`config.mk`:
```
export PLATFORM = sky130hd
export DESIGN_NAME = sorted_insertion_buffer
export DESIGN_NICKNAME = d
export VERILOG_FILES = /design/src/sib_pkg.sv /design/src/sib_cell.sv /design/src/sorted_insertion_buffer.sv
export SDC_FILE = /design/constraint.sdc
export NUM_CORES = 2
export LEC_CHECK = 0
export ABC_CLOCK_PERIOD_IN_PS = 11550
export BUFFER_PORTS_ARGS = -buffer_cell sky130_fd_sc_hd__buf_2
export CAP_MARGIN = 10
export CORE_MARGIN = 2
export CORE_UTILIZATION = 45
export DETAILED_ROUTE_END_ITERATION = 12
export GPL_TIMING_DRIVEN = 0
export SLEW_MARGIN = 20
export SYNTH_ARGS = -nofsm -noshare
export SYNTH_HDL_FRONTEND = slang
export SYNTH_SLANG_ARGS = --single-unit
```
`constraint.sdc`:
```
create_clock -name clk -period 11.55 [get_ports clk]
set_clock_uncertainty 0.05 [all_clocks]
set_input_delay 0 -clock clk [delete_from_list [all_inputs] [get_ports clk]]
set_output_delay 0 -clock clk [all_outputs]
set_load 0.02 [all_outputs]
```
`src/sib_pkg.sv`:
```
package sib_pkg;

    localparam int DATA_W       = 32;
    localparam int CMD_W        = 2;
    localparam int STATUS_W     = 2;
    localparam int FILL_W       = 7;
    localparam int CAPACITY_DEF = 16;

    localparam logic [CMD_W-1:0] CMD_INSERT       = 2'd0;
    localparam logic [CMD_W-1:0] CMD_READ_SORTED  = 2'd1;
    localparam logic [CMD_W-1:0] CMD_READ_ARRIVAL = 2'd2;
    localparam logic [CMD_W-1:0] CMD_CLEAR        = 2'd3;

    localparam logic [STATUS_W-1:0] STAT_OK    = 2'd0;
    localparam logic [STATUS_W-1:0] STAT_FULL  = 2'd1;
    localparam logic [STATUS_W-1:0] STAT_EMPTY = 2'd2;

    // broadcast to every cell of the chain
    typedef struct packed {
        logic                     ins;
        logic                     rot;
        logic signed [DATA_W-1:0] value;
    } cell_ctrl_t;

    // signed order as unsigned order
    function automatic logic [DATA_W-1:0] order_key(input logic [DATA_W-1:0] v);
        order_key = {~v[DATA_W-1], v[DATA_W-2:0]};
    endfunction

endpackage

```
`src/sib_cell.sv`:
```
module sib_cell
    import sib_pkg::*;
#(
    parameter int IDX = 0,
    parameter int FW  = 5
)
(
    input  logic                     clk,
    input  cell_ctrl_t               ctrl,
    input  logic [FW-1:0]            fill,
    input  logic                     gt_left,
    input  logic signed [DATA_W-1:0] left_s,
    input  logic signed [DATA_W-1:0] right_s,
    input  logic signed [DATA_W-1:0] right_a,
    input  logic signed [DATA_W-1:0] head_s,
    input  logic signed [DATA_W-1:0] head_a,
    output logic                     gt,
    output logic signed [DATA_W-1:0] s_out,
    output logic signed [DATA_W-1:0] a_out
);

    logic signed [DATA_W-1:0] s_reg;
    logic signed [DATA_W-1:0] s_next;
    logic signed [DATA_W-1:0] a_reg;
    logic signed [DATA_W-1:0] a_next;
    logic                     wrap;
    logic                     at_fill;

    // gt: this entry is empty or holds a larger value, so it moves right
    assign gt      = (FW'(IDX) >= fill) || (order_key(s_reg) > order_key(ctrl.value));
    assign wrap    = ((FW'(IDX) + FW'(1)) == fill);
    assign at_fill = (FW'(IDX) == fill);

    always_comb
    begin
        s_next = s_reg;
        a_next = a_reg;
        if (ctrl.ins)
        begin
            if (gt)
            begin
                s_next = gt_left ? left_s : ctrl.value;
            end
            if (at_fill)
            begin
                a_next = ctrl.value;
            end
        end
        else if (ctrl.rot)
        begin
            s_next = wrap ? head_s : right_s;
            a_next = wrap ? head_a : right_a;
        end
    end

    always_ff @(posedge clk)
    begin
        s_reg <= s_next;
        a_reg <= a_next;
    end

    assign s_out = s_reg;
    assign a_out = a_reg;

endmodule

```
`src/sorted_insertion_buffer.sv`:
```
// Channel  Handshake              Payload
// in       in_valid / in_ready    cmd, value
// out      out_valid / out_ready  status, data, last, fill
//
// Insert and clear: one result each, back to back when out is free.
// Read: one result per held value (one if empty), one per cycle while out is free;
// the value chain rotates by one cell each transfer.
// Async active-low reset empties the buffer; stored values are not reset.
// A stalled out register holds the chain and blocks further input.
module sorted_insertion_buffer
    import sib_pkg::*;
#(
    parameter int CAPACITY = CAPACITY_DEF
)
(
    input  logic                       clk,
    input  logic                       rst_n,
    input  logic                       in_valid,
    output logic                       in_ready,
    input  logic [CMD_W-1:0]           cmd,
    input  logic signed [DATA_W-1:0]   value,
    output logic                       out_valid,
    input  logic                       out_ready,
    output logic [STATUS_W-1:0]        status,
    output logic signed [DATA_W-1:0]   data,
    output logic                       last,
    output logic [FILL_W-1:0]          fill
);

    localparam int FW = $clog2(CAPACITY + 1);
    localparam int CW = $clog2(CAPACITY);

    localparam logic S_IDLE   = 1'b0;
    localparam logic S_STREAM = 1'b1;

    logic                     state_reg, state_next;
    logic                     sel_sorted_reg, sel_sorted_next;
    logic [CW-1:0]            cnt_reg, cnt_next;
    logic [FW-1:0]            fill_reg, fill_next;
    logic                     out_valid_reg, out_valid_next;
    logic [STATUS_W-1:0]      status_reg, status_next;
    logic signed [DATA_W-1:0] data_reg, data_next;
    logic                     last_reg, last_next;
    logic [FILL_W-1:0]        fill_out_reg, fill_out_next;

    logic                     out_free;
    logic                     acc;
    logic                     stream_step;
    logic                     stream_last;
    logic                     has_room;
    cell_ctrl_t               ctrl;

    logic                     gt_w [CAPACITY];
    logic signed [DATA_W-1:0] s_w  [CAPACITY];
    logic signed [DATA_W-1:0] a_w  [CAPACITY];

    assign out_free    = !out_valid_reg || out_ready;
    assign in_ready    = (state_reg == S_IDLE) && out_free;
    assign acc         = in_valid && in_ready;
    assign stream_step = (state_reg == S_STREAM) && out_free;
    assign stream_last = ((FW'(cnt_reg) + FW'(1)) == fill_reg);
    assign has_room    = (fill_reg < FW'(CAPACITY));

    assign ctrl.ins   = acc && (cmd == CMD_INSERT) && has_room;
    assign ctrl.rot   = stream_step;
    assign ctrl.value = value;

    genvar gi;
    generate
        for (gi = 0; gi < CAPACITY; gi++)
        begin : g_cell
            logic                     gl;
            logic signed [DATA_W-1:0] ls;
            logic signed [DATA_W-1:0] rs;
            logic signed [DATA_W-1:0] ra;

            if (gi == 0)
            begin : g_first
                assign gl = 1'b0;
                assign ls = value;
            end
            else
            begin : g_mid
                assign gl = gt_w[gi-1];
                assign ls = s_w[gi-1];
            end

            if (gi == CAPACITY - 1)
            begin : g_end
                assign rs = s_w[0];
                assign ra = a_w[0];
            end
            else
            begin : g_inner
                assign rs = s_w[gi+1];
                assign ra = a_w[gi+1];
            end

            sib_cell #(
                .IDX (gi),
                .FW  (FW)
            ) u_cell (
                .clk     (clk),
                .ctrl    (ctrl),
                .fill    (fill_reg),
                .gt_left (gl),
                .left_s  (ls),
                .right_s (rs),
                .right_a (ra),
                .head_s  (s_w[0]),
                .head_a  (a_w[0]),
                .gt      (gt_w[gi]),
                .s_out   (s_w[gi]),
                .a_out   (a_w[gi])
            );
        end
    endgenerate

    always_comb
    begin
        state_next      = state_reg;
        sel_sorted_next = sel_sorted_reg;
        cnt_next        = cnt_reg;
        fill_next       = fill_reg;
        out_valid_next  = out_valid_reg && !out_ready;
        status_next     = status_reg;
        data_next       = data_reg;
        last_next       = last_reg;
        fill_out_next   = fill_out_reg;

        if (acc)
        begin
            data_next = '0;
            last_next = 1'b1;
            unique case (cmd)
                CMD_INSERT:
                begin
                    out_valid_next = 1'b1;
                    if (has_room)
                    begin
                        fill_next     = fill_reg + FW'(1);
                        status_next   = STAT_OK;
                        fill_out_next = FILL_W'(fill_reg + FW'(1));
                    end
                    else
                    begin
                        status_next   = STAT_FULL;
                        fill_out_next = FILL_W'(fill_reg);
                    end
                end
                CMD_READ_SORTED, CMD_READ_ARRIVAL:
                begin
                    sel_sorted_next = (cmd == CMD_READ_SORTED);
                    if (fill_reg == '0)
                    begin
                        out_valid_next = 1'b1;
                        status_next    = STAT_EMPTY;
                        fill_out_next  = '0;
                    end
                    else
                    begin
                        state_next = S_STREAM;
                        cnt_next   = '0;
                    end
                end
                CMD_CLEAR:
                begin
                    out_valid_next = 1'b1;
                    fill_next      = '0;
                    status_next    = STAT_OK;
                    fill_out_next  = '0;
                end
                default:
                begin
                    out_valid_next = 1'b0;
                end
            endcase
        end
        else if (stream_step)
        begin
            out_valid_next = 1'b1;
            status_next    = STAT_OK;
            data_next      = sel_sorted_reg ? s_w[0] : a_w[0];
            last_next      = stream_last;
            fill_out_next  = FILL_W'(fill_reg);
            if (stream_last)
            begin
                state_next = S_IDLE;
                cnt_next   = '0;
            end
            else
            begin
                cnt_next = cnt_reg + CW'(1);
            end
        end
    end

    always_ff @(posedge clk or negedge rst_n)
    begin
        if (!rst_n)
        begin
            state_reg      <= S_IDLE;
            sel_sorted_reg <= 1'b0;
            cnt_reg        <= '0;
            fill_reg       <= '0;
            out_valid_reg  <= 1'b0;
        end
        else
        begin
            state_reg      <= state_next;
            sel_sorted_reg <= sel_sorted_next;
            cnt_reg        <= cnt_next;
            fill_reg       <= fill_next;
            out_valid_reg  <= out_valid_next;
        end
    end

    always_ff @(posedge clk)
    begin
        status_reg   <= status_next;
        data_reg     <= data_next;
        last_reg     <= last_next;
        fill_out_reg <= fill_out_next;
    end

    assign out_valid = out_valid_reg;
    assign status    = status_reg;
    assign data      = data_reg;
    assign last      = last_reg;
    assign fill      = fill_out_reg;

endmodule
```
-- Word-level counts from Yosys, hierarchy flattened
Cells that the tools add are included.
- logic and storage cells: 390
- bits in read-only memories: 0
- memories: 0
- RAM bits: 0
- register bits: 1078
- bits in latches: 0
- divide/modulo/power cells: 0
- order comparisons: 33
- multiplexer cells: 168
- bitwise gates (word level): 18
- multiply operators: 0
- eq/ne operators: 56
- reduce and logical (&&, ||, !) cells: 70
- shift-type cells: 0
- add/subtract/negate cells: 4
- operators by type and width (operator ; number):
    32-bit two-way mux ; 142
    32-bit > comparator ; 16
    2-bit by 1-bit inequality test with 1-bit output, second input constant ; 33
    2-bit AND reduction ; 32
    4-bit by 5-bit equality test with 1-bit output, first input constant ; 8
    4-bit by 5-bit greater-or-equal comparator with 1-bit output, first input constant ; 8
    7-bit two-way mux ; 3
    7-bit case mux with 3 select lines ; 1
    3-bit by 5-bit equality test with 1-bit output, first input constant ; 4
    3-bit by 5-bit greater-or-equal comparator with 1-bit output, first input constant ; 4
    4-bit two-way mux ; 5
    1-bit NOT ; 18
    1-bit logical OR ; 17
    3-bit AND reduction ; 4
    2-bit by 5-bit equality test with 1-bit output, first input constant ; 2
    1-bit by 5-bit greater-or-equal comparator with 1-bit output, first input constant ; 2
    2-bit by 5-bit greater-or-equal comparator with 1-bit output, first input constant ; 2
    5-bit case mux with 2 select lines ; 1
    1-bit two-way mux ; 9
    2-bit nonzero test ; 4
    5-bit by 1-bit adder with 6-bit output, second input constant ; 1
    1-bit logical AND ; 6
    2-bit two-way mux ; 3
    6-bit two-way mux ; 1
    18 further kinds ; 23

-- Logic depth before layout (Yosys ltp)
- word-level depth: 8
- mapped depth: 13

-- Cells and area by module
A second synthesis with hierarchy kept.
- cells, all modules: 7327
- area total of the unflattened synthesis: 74884.3 µm²
- modules (own cells, without submodules) (module ; seq. area each (µm²) ; instances ; area each (µm²) ; cells each):
    sib_cell at g_cell[2].u_cell ; 1921.8 ; 1 ; 4762.1 ; 442
    sib_cell at g_cell[12].u_cell ; 1921.8 ; 1 ; 4697.0 ; 441
    sib_cell at g_cell[4].u_cell ; 1921.8 ; 1 ; 4526.8 ; 442
    sib_cell at g_cell[8].u_cell ; 1921.8 ; 1 ; 4525.6 ; 441
    sib_cell at g_cell[7].u_cell ; 1921.8 ; 1 ; 4524.3 ; 439
    sib_cell at g_cell[0].u_cell ; 1921.8 ; 1 ; 4515.6 ; 442
    sib_cell at g_cell[11].u_cell ; 1921.8 ; 1 ; 4505.6 ; 440
    sib_cell at g_cell[15].u_cell ; 1921.8 ; 1 ; 4503.1 ; 440
    sib_cell at g_cell[9].u_cell ; 1921.8 ; 1 ; 4491.8 ; 441
    sib_cell at g_cell[1].u_cell ; 1921.8 ; 1 ; 4486.8 ; 442
    sib_cell at g_cell[13].u_cell ; 1921.8 ; 1 ; 4463.0 ; 440
    sib_cell at g_cell[14].u_cell ; 1921.8 ; 1 ; 4460.5 ; 439
    sib_cell at g_cell[3].u_cell ; 1921.8 ; 1 ; 4456.8 ; 441
    sib_cell at g_cell[6].u_cell ; 1921.8 ; 1 ; 4450.5 ; 445
    +3 rows ; - ; - ; - ; -

-- Least setup slack after synthesis
Ideal clock, no wire load.
- path type: reg2reg
- start point: reg out_valid_reg, in the netlist out_valid
- end point: reg g_cell[11].u_cell.a_reg[0] (enable)
- data required time: 11.034 ns
- buffers on the path: 5
- stages on the path, launching flop included: 11
- period minus slack after synthesis: 4.997 ns
- path slack: 6.553 ns
- arrival time: 4.481 ns
- cell sequence: dfrtp_1 > nand2b_1 > nor2b_1 > and2_1 > clkbuf_1 > nand3_1 > buf_2 > buf_2 > buf_2 > clkbuf_1 > o21ai_0
- longest elaborated chain between the ends: 8
- elaborated cells on any way between the ends: 10
- RTL lines (element ; line ; source):
    start, declared ; sorted_insertion_buffer.sv:40 ; logic out_valid_reg, out_valid_next;
    start signal, assigned ; sorted_insertion_buffer.sv:214 ; out_valid_reg <= out_valid_next;
    1-bit zero test * ; sorted_insertion_buffer.sv:57 ; assign out_free = !out_valid_reg || out_ready;
    1-bit logical OR * ; sorted_insertion_buffer.sv:57 ;
    1-bit logical AND * ; sorted_insertion_buffer.sv:58 ; assign in_ready = (state_reg == S_IDLE) && out_free;
    via in_ready ; sorted_insertion_buffer.sv:19 ; output logic in_ready,
    1-bit logical AND * ; sorted_insertion_buffer.sv:59 ; assign acc = in_valid && in_ready;
    1-bit logical AND * (2 in series) ; sorted_insertion_buffer.sv:64 ; assign ctrl.ins = acc && (cmd == CMD_INSERT) && has_room;
    2-bit by 1-bit inequality test with 1-bit output (no source line) / 2-bit nonzero test (equally long branches) ; - ;
    2-bit AND reduction (no source line) * ; - ;
    end signal, assigned ; sib_cell.sv:59 ; a_reg <= a_next;
    end, declared ; sib_cell.sv:24 ; logic signed [DATA_W-1:0] a_reg;
Mark *: on every way through the listed nets, which the timed path passes. The rest lies on a longest branch.
A chain may end at the register's enable or synchronous reset.

-- Worst setup path after layout
- start point: in value[30]
- end point: reg g_cell[10].u_cell.s_reg[7] (enable)
- longest elaborated chain between the ends: 4
- RTL lines (element ; line ; source):
    start, declared ; sorted_insertion_buffer.sv:21 ; input logic signed [DATA_W-1:0] value,
    32-bit > comparator ; sib_cell.sv:30 ; assign gt = (FW'(IDX) >= fill) || (order_key(s_reg) > order_key(ctrl.value));
    1-bit logical OR ; sib_cell.sv:30 ;
    2-bit by 1-bit inequality test with 1-bit output (no source line) ; - ;
    2-bit AND reduction (no source line) ; - ;
    end signal, assigned ; sib_cell.sv:58 ; s_reg <= s_next;
    end, declared ; sib_cell.sv:22 ; logic signed [DATA_W-1:0] s_reg;
No other way between the ends.

==> reports/metrics.cfg <==
[sta]
setup_viol=0
hold_viol=0
fin_crit_ns=7.006
final.setup.tns_ns=0
worst_slew_pin_slew_ns=1.320
fin_crit_sh_pct=60.66
rsz0062_at_grt=no
relSlewSlack_pct=11.99
timing.fmax_mhz=142.7
final_max_slew_viol_count=0

[grt]
grt_pass1_wl_um=398400
grt_pass1_vias=57230
grt_max_degree=33
track_usage_pct=36.85
antenna_found_initial=13
grt_overflow=0

[yosys]
ys.flop_type=edfxtp_1
ys_seq_area_share_pct=48.28
postSynthAreaPerCell_sq_um=9.502
yosysTopAreaCell=edfxtp_1
ys_ff_latch=1077
synth.area.top_cells=edfxtp_1, nand2_1, ha_1
async_flop_share_pct=1.114
synthCells=6965
synth_top_area_share_pct=46.82
ys_types=73
yosys_warnings=0
synthesis.area_sq_mm=0.06618
synth-edff-count=1032

[hold_path]
hold_path_class=in2reg

[floorplanning]
die_area_sq_mm=0.1502
coreArea_sq_mm=0.1459
start_util_pct=45.36
rows=140
die_w_um=387.5
io_pins=82
dieHeight_um=387.5

[cts]
htreeDepth=4
worstSkewPairLatency_ns=0.80
cts-resized-gates=0
cts_sinks=1077
clockBufferDepth=3
cts-root-buf=clkbuf_16
numCtsBuffers=130
cts_tree=built
clkSlewWorstSetupHoldPaths_ns=0.06

[final_layout]
area_growth_pct=12.77
design_area_sq_mm=0.07464
fin_util_pct=51.15
stdcell_count=9277
drive_gt1_share_pct=8.468
nFillCells=13570
nets=7784

[routing]
remaining_drc_errors=0
first_pass_iters=8
routed.top_layer=met5
dr_wl_met2_um=128200
routed_via_density=6.416
wl_met1_um=109500
wl_per_cell_um=30.67
wirelength_um=284500
wl_met3_um=26550
dr_total_vias=59520
drt_iter0_drc=7397
ant_nets=0

[setup_path]
cp.required_ns=12.02
crit_chain=dlygate4sd3_1 > buf_2 > clkbuf_1 > inv_1 > ha_1 > nand4_1 > nor3_1 > nor4b_1 > nand4_1 > o211ai_1 > nand4_1 > nand2_1 > buf_2 > nand2_2 > buf_12
critPathSlowestCell=nor4b_1
worst-setup-path-type=in2reg
end_kind=register
crit_path_frequent_cell=nand4_1
cpPeakStageDelay_ns=0.98
worstPathArrival_ns=7.47
critPathMaxFanout=25
crit_path_start_kind=input port

[placed_design]
dpl.cell_count=9001
gp_congestion=1.045
dpl_cell_area_sq_mm=0.07018
dp_hpwl_um=226400
port_buffers=80

[power_and_ir_drop]
p_total_mw=16.98
p_per_area_mw_per_mm2=227.5
irDropWorstVdd_mv=0.1621
p_leak_nw=30.02

[run_status]
outcome=finished clean

[job]
drv_cap=0

cell usage after synthesis, types with 4 or more instances:
master	instances
a2111oi_0	6
a211oi_1	92
a21o_1	83
a21oi_1	366
a221o_1	34
a221oi_1	4
a22o_1	32
a22oi_1	33
a31oi_1	462
and2_1	5
and3_1	185
and4_1	12
buf_1	57
buf_2	50
buf_4	8
clkbuf_1	514
dfrtp_1	12
dfxtp_1	33
edfxtp_1	1032
ha_1	489
inv_1	74
mux2i_1	254
nand2_1	2077
nand2b_1	9
nand3_1	225
nand4_1	90
nor2_1	182
nor2b_1	37
nor3_1	27
nor4_1	11
o211a_1	7
o211ai_1	28
o21a_1	18
o21ai_0	134
o21ai_1	29
o221a_2	182
o22ai_1	12
o31ai_1	8
or3_1	5
placed cells by master, fill, tap and decap left out, drive strengths merged, types with 6 or more instances in the layout:
cell         netlist  final
o31ai              8      8
nand2b             9      9
ha               489    489
nand2           2077   2077
and3             185    185
and4              12     12
a21oi            366    366
edfxtp          1032   1032
nor4              11     11
dfxtp             33     33
o221a            183    183
a22o              32     32
nand3            225    225
nand4             90     90
nor2             182    182
inv               76     79
a211oi            93     93
nor2b             37     37
a22oi             33     33
o211a              7      7
clkbuf           514    681
a2111oi            6      6
buf              118    237
o21a              18     18
bufinv             0      6
o211ai            28     28
o22ai             12     12
nor3              28     28
o21ai            163    163
dfrtp             12     12
clkinv             0     55
a221o             34     34
mux2i            254    254
a21o              83     83
a31oi            462    462
dlygate4sd3        0     40
area by class of cell:
class / instances / area, sq um / share of cell area (%)
antenna: 3 / 7.507 / 0.01006
buffer: 632 / 2529 / 3.388
clock buffer: 167 / 3487 / 4.672
clock inverter: 65 / 536.8 / 0.7192
timing repair buffer: 159 / 1653 / 2.215
multi-input combinational: 5181 / 31790 / 42.59
inverter: 76 / 285.3 / 0.3822
tap: 1917 / 2399 / 3.214
sequential: 1077 / 31950 / 42.81
stage by stage:
| step | setup WS (ns) | hold WS [ns] |
|---|---|---|
| after floorplan | 6.553 | -0.3456 |
| after global placement | 2.381 | -0.1249 |
| after detailed placement | 4.423 | -0.1150 |
| after CTS | 4.696 | 0.1745 |
| after global routing | 4.806 | 0.2380 |
| final | 4.544 | 0.2248 |
critical path, delay by kind of cell:
kind,cells,cell delay (ns)
buffers and inverters,6,2.62
and+or+nand+nor,7,3.68
adders and majority gates,1,0.56
AOI/OAI and AO/OA,1,0.54
layer usage:
metal	global-route usage, %	up-vias
met5	0	-
met4	23.02	2
met3	7.389	719
met2	58.77	3237
met1	45.94	29310
li1	-	26250
power by group:
part	internal [mW]	switching [mW]
Clock	2.27	1.76
Sequential	6.17	0.930
Combinational	2.17	3.67
Total	10.6	6.36
logic make-up (layout without fill, tap and decap cells):
logic type	after synthesis	in the layout	share of synthesized area (%)
flops	1077	1077	48.28
mux	256	256	3.876
simple gates	2877	2877	18.26
xor+xnor	4	4	0.05294
fa+ha+maj	489	489	9.245
compound gates	1553	1553	16.10
other cells	1	5	0.005666
buf+inv	708	1099	4.189
path summary, 6_finish.rpt:
path | start | endpoint | slack (ns) | cells after the start
max in group asynchronous | rst_n | cnt_reg[1] | 10.69 | 3
min in group asynchronous | rst_n | fill_reg[0] | 0.29 | 3
min | value[4] | g_cell[4].u_cell.a_out[4] | 0.22 | 4
max reg2reg | g_cell[10].u_cell.s_out[29] | g_cell[10].u_cell.s_out[7] | 5.57 | 11
min reg2reg | data[21] | data[21] | 0.45 | 2
max | value[30] | g_cell[10].u_cell.s_out[7] | 4.54 | 15
repair_timing:
item | in CTS | in global routing
hold endpoints to repair | 174 | 0
buffers inserted | 0 | 0
hold buffers | 40 | 0
endpoints found under the setup margin | 0 | 0
No activity file was read; power rests on OpenSTA's default activity.
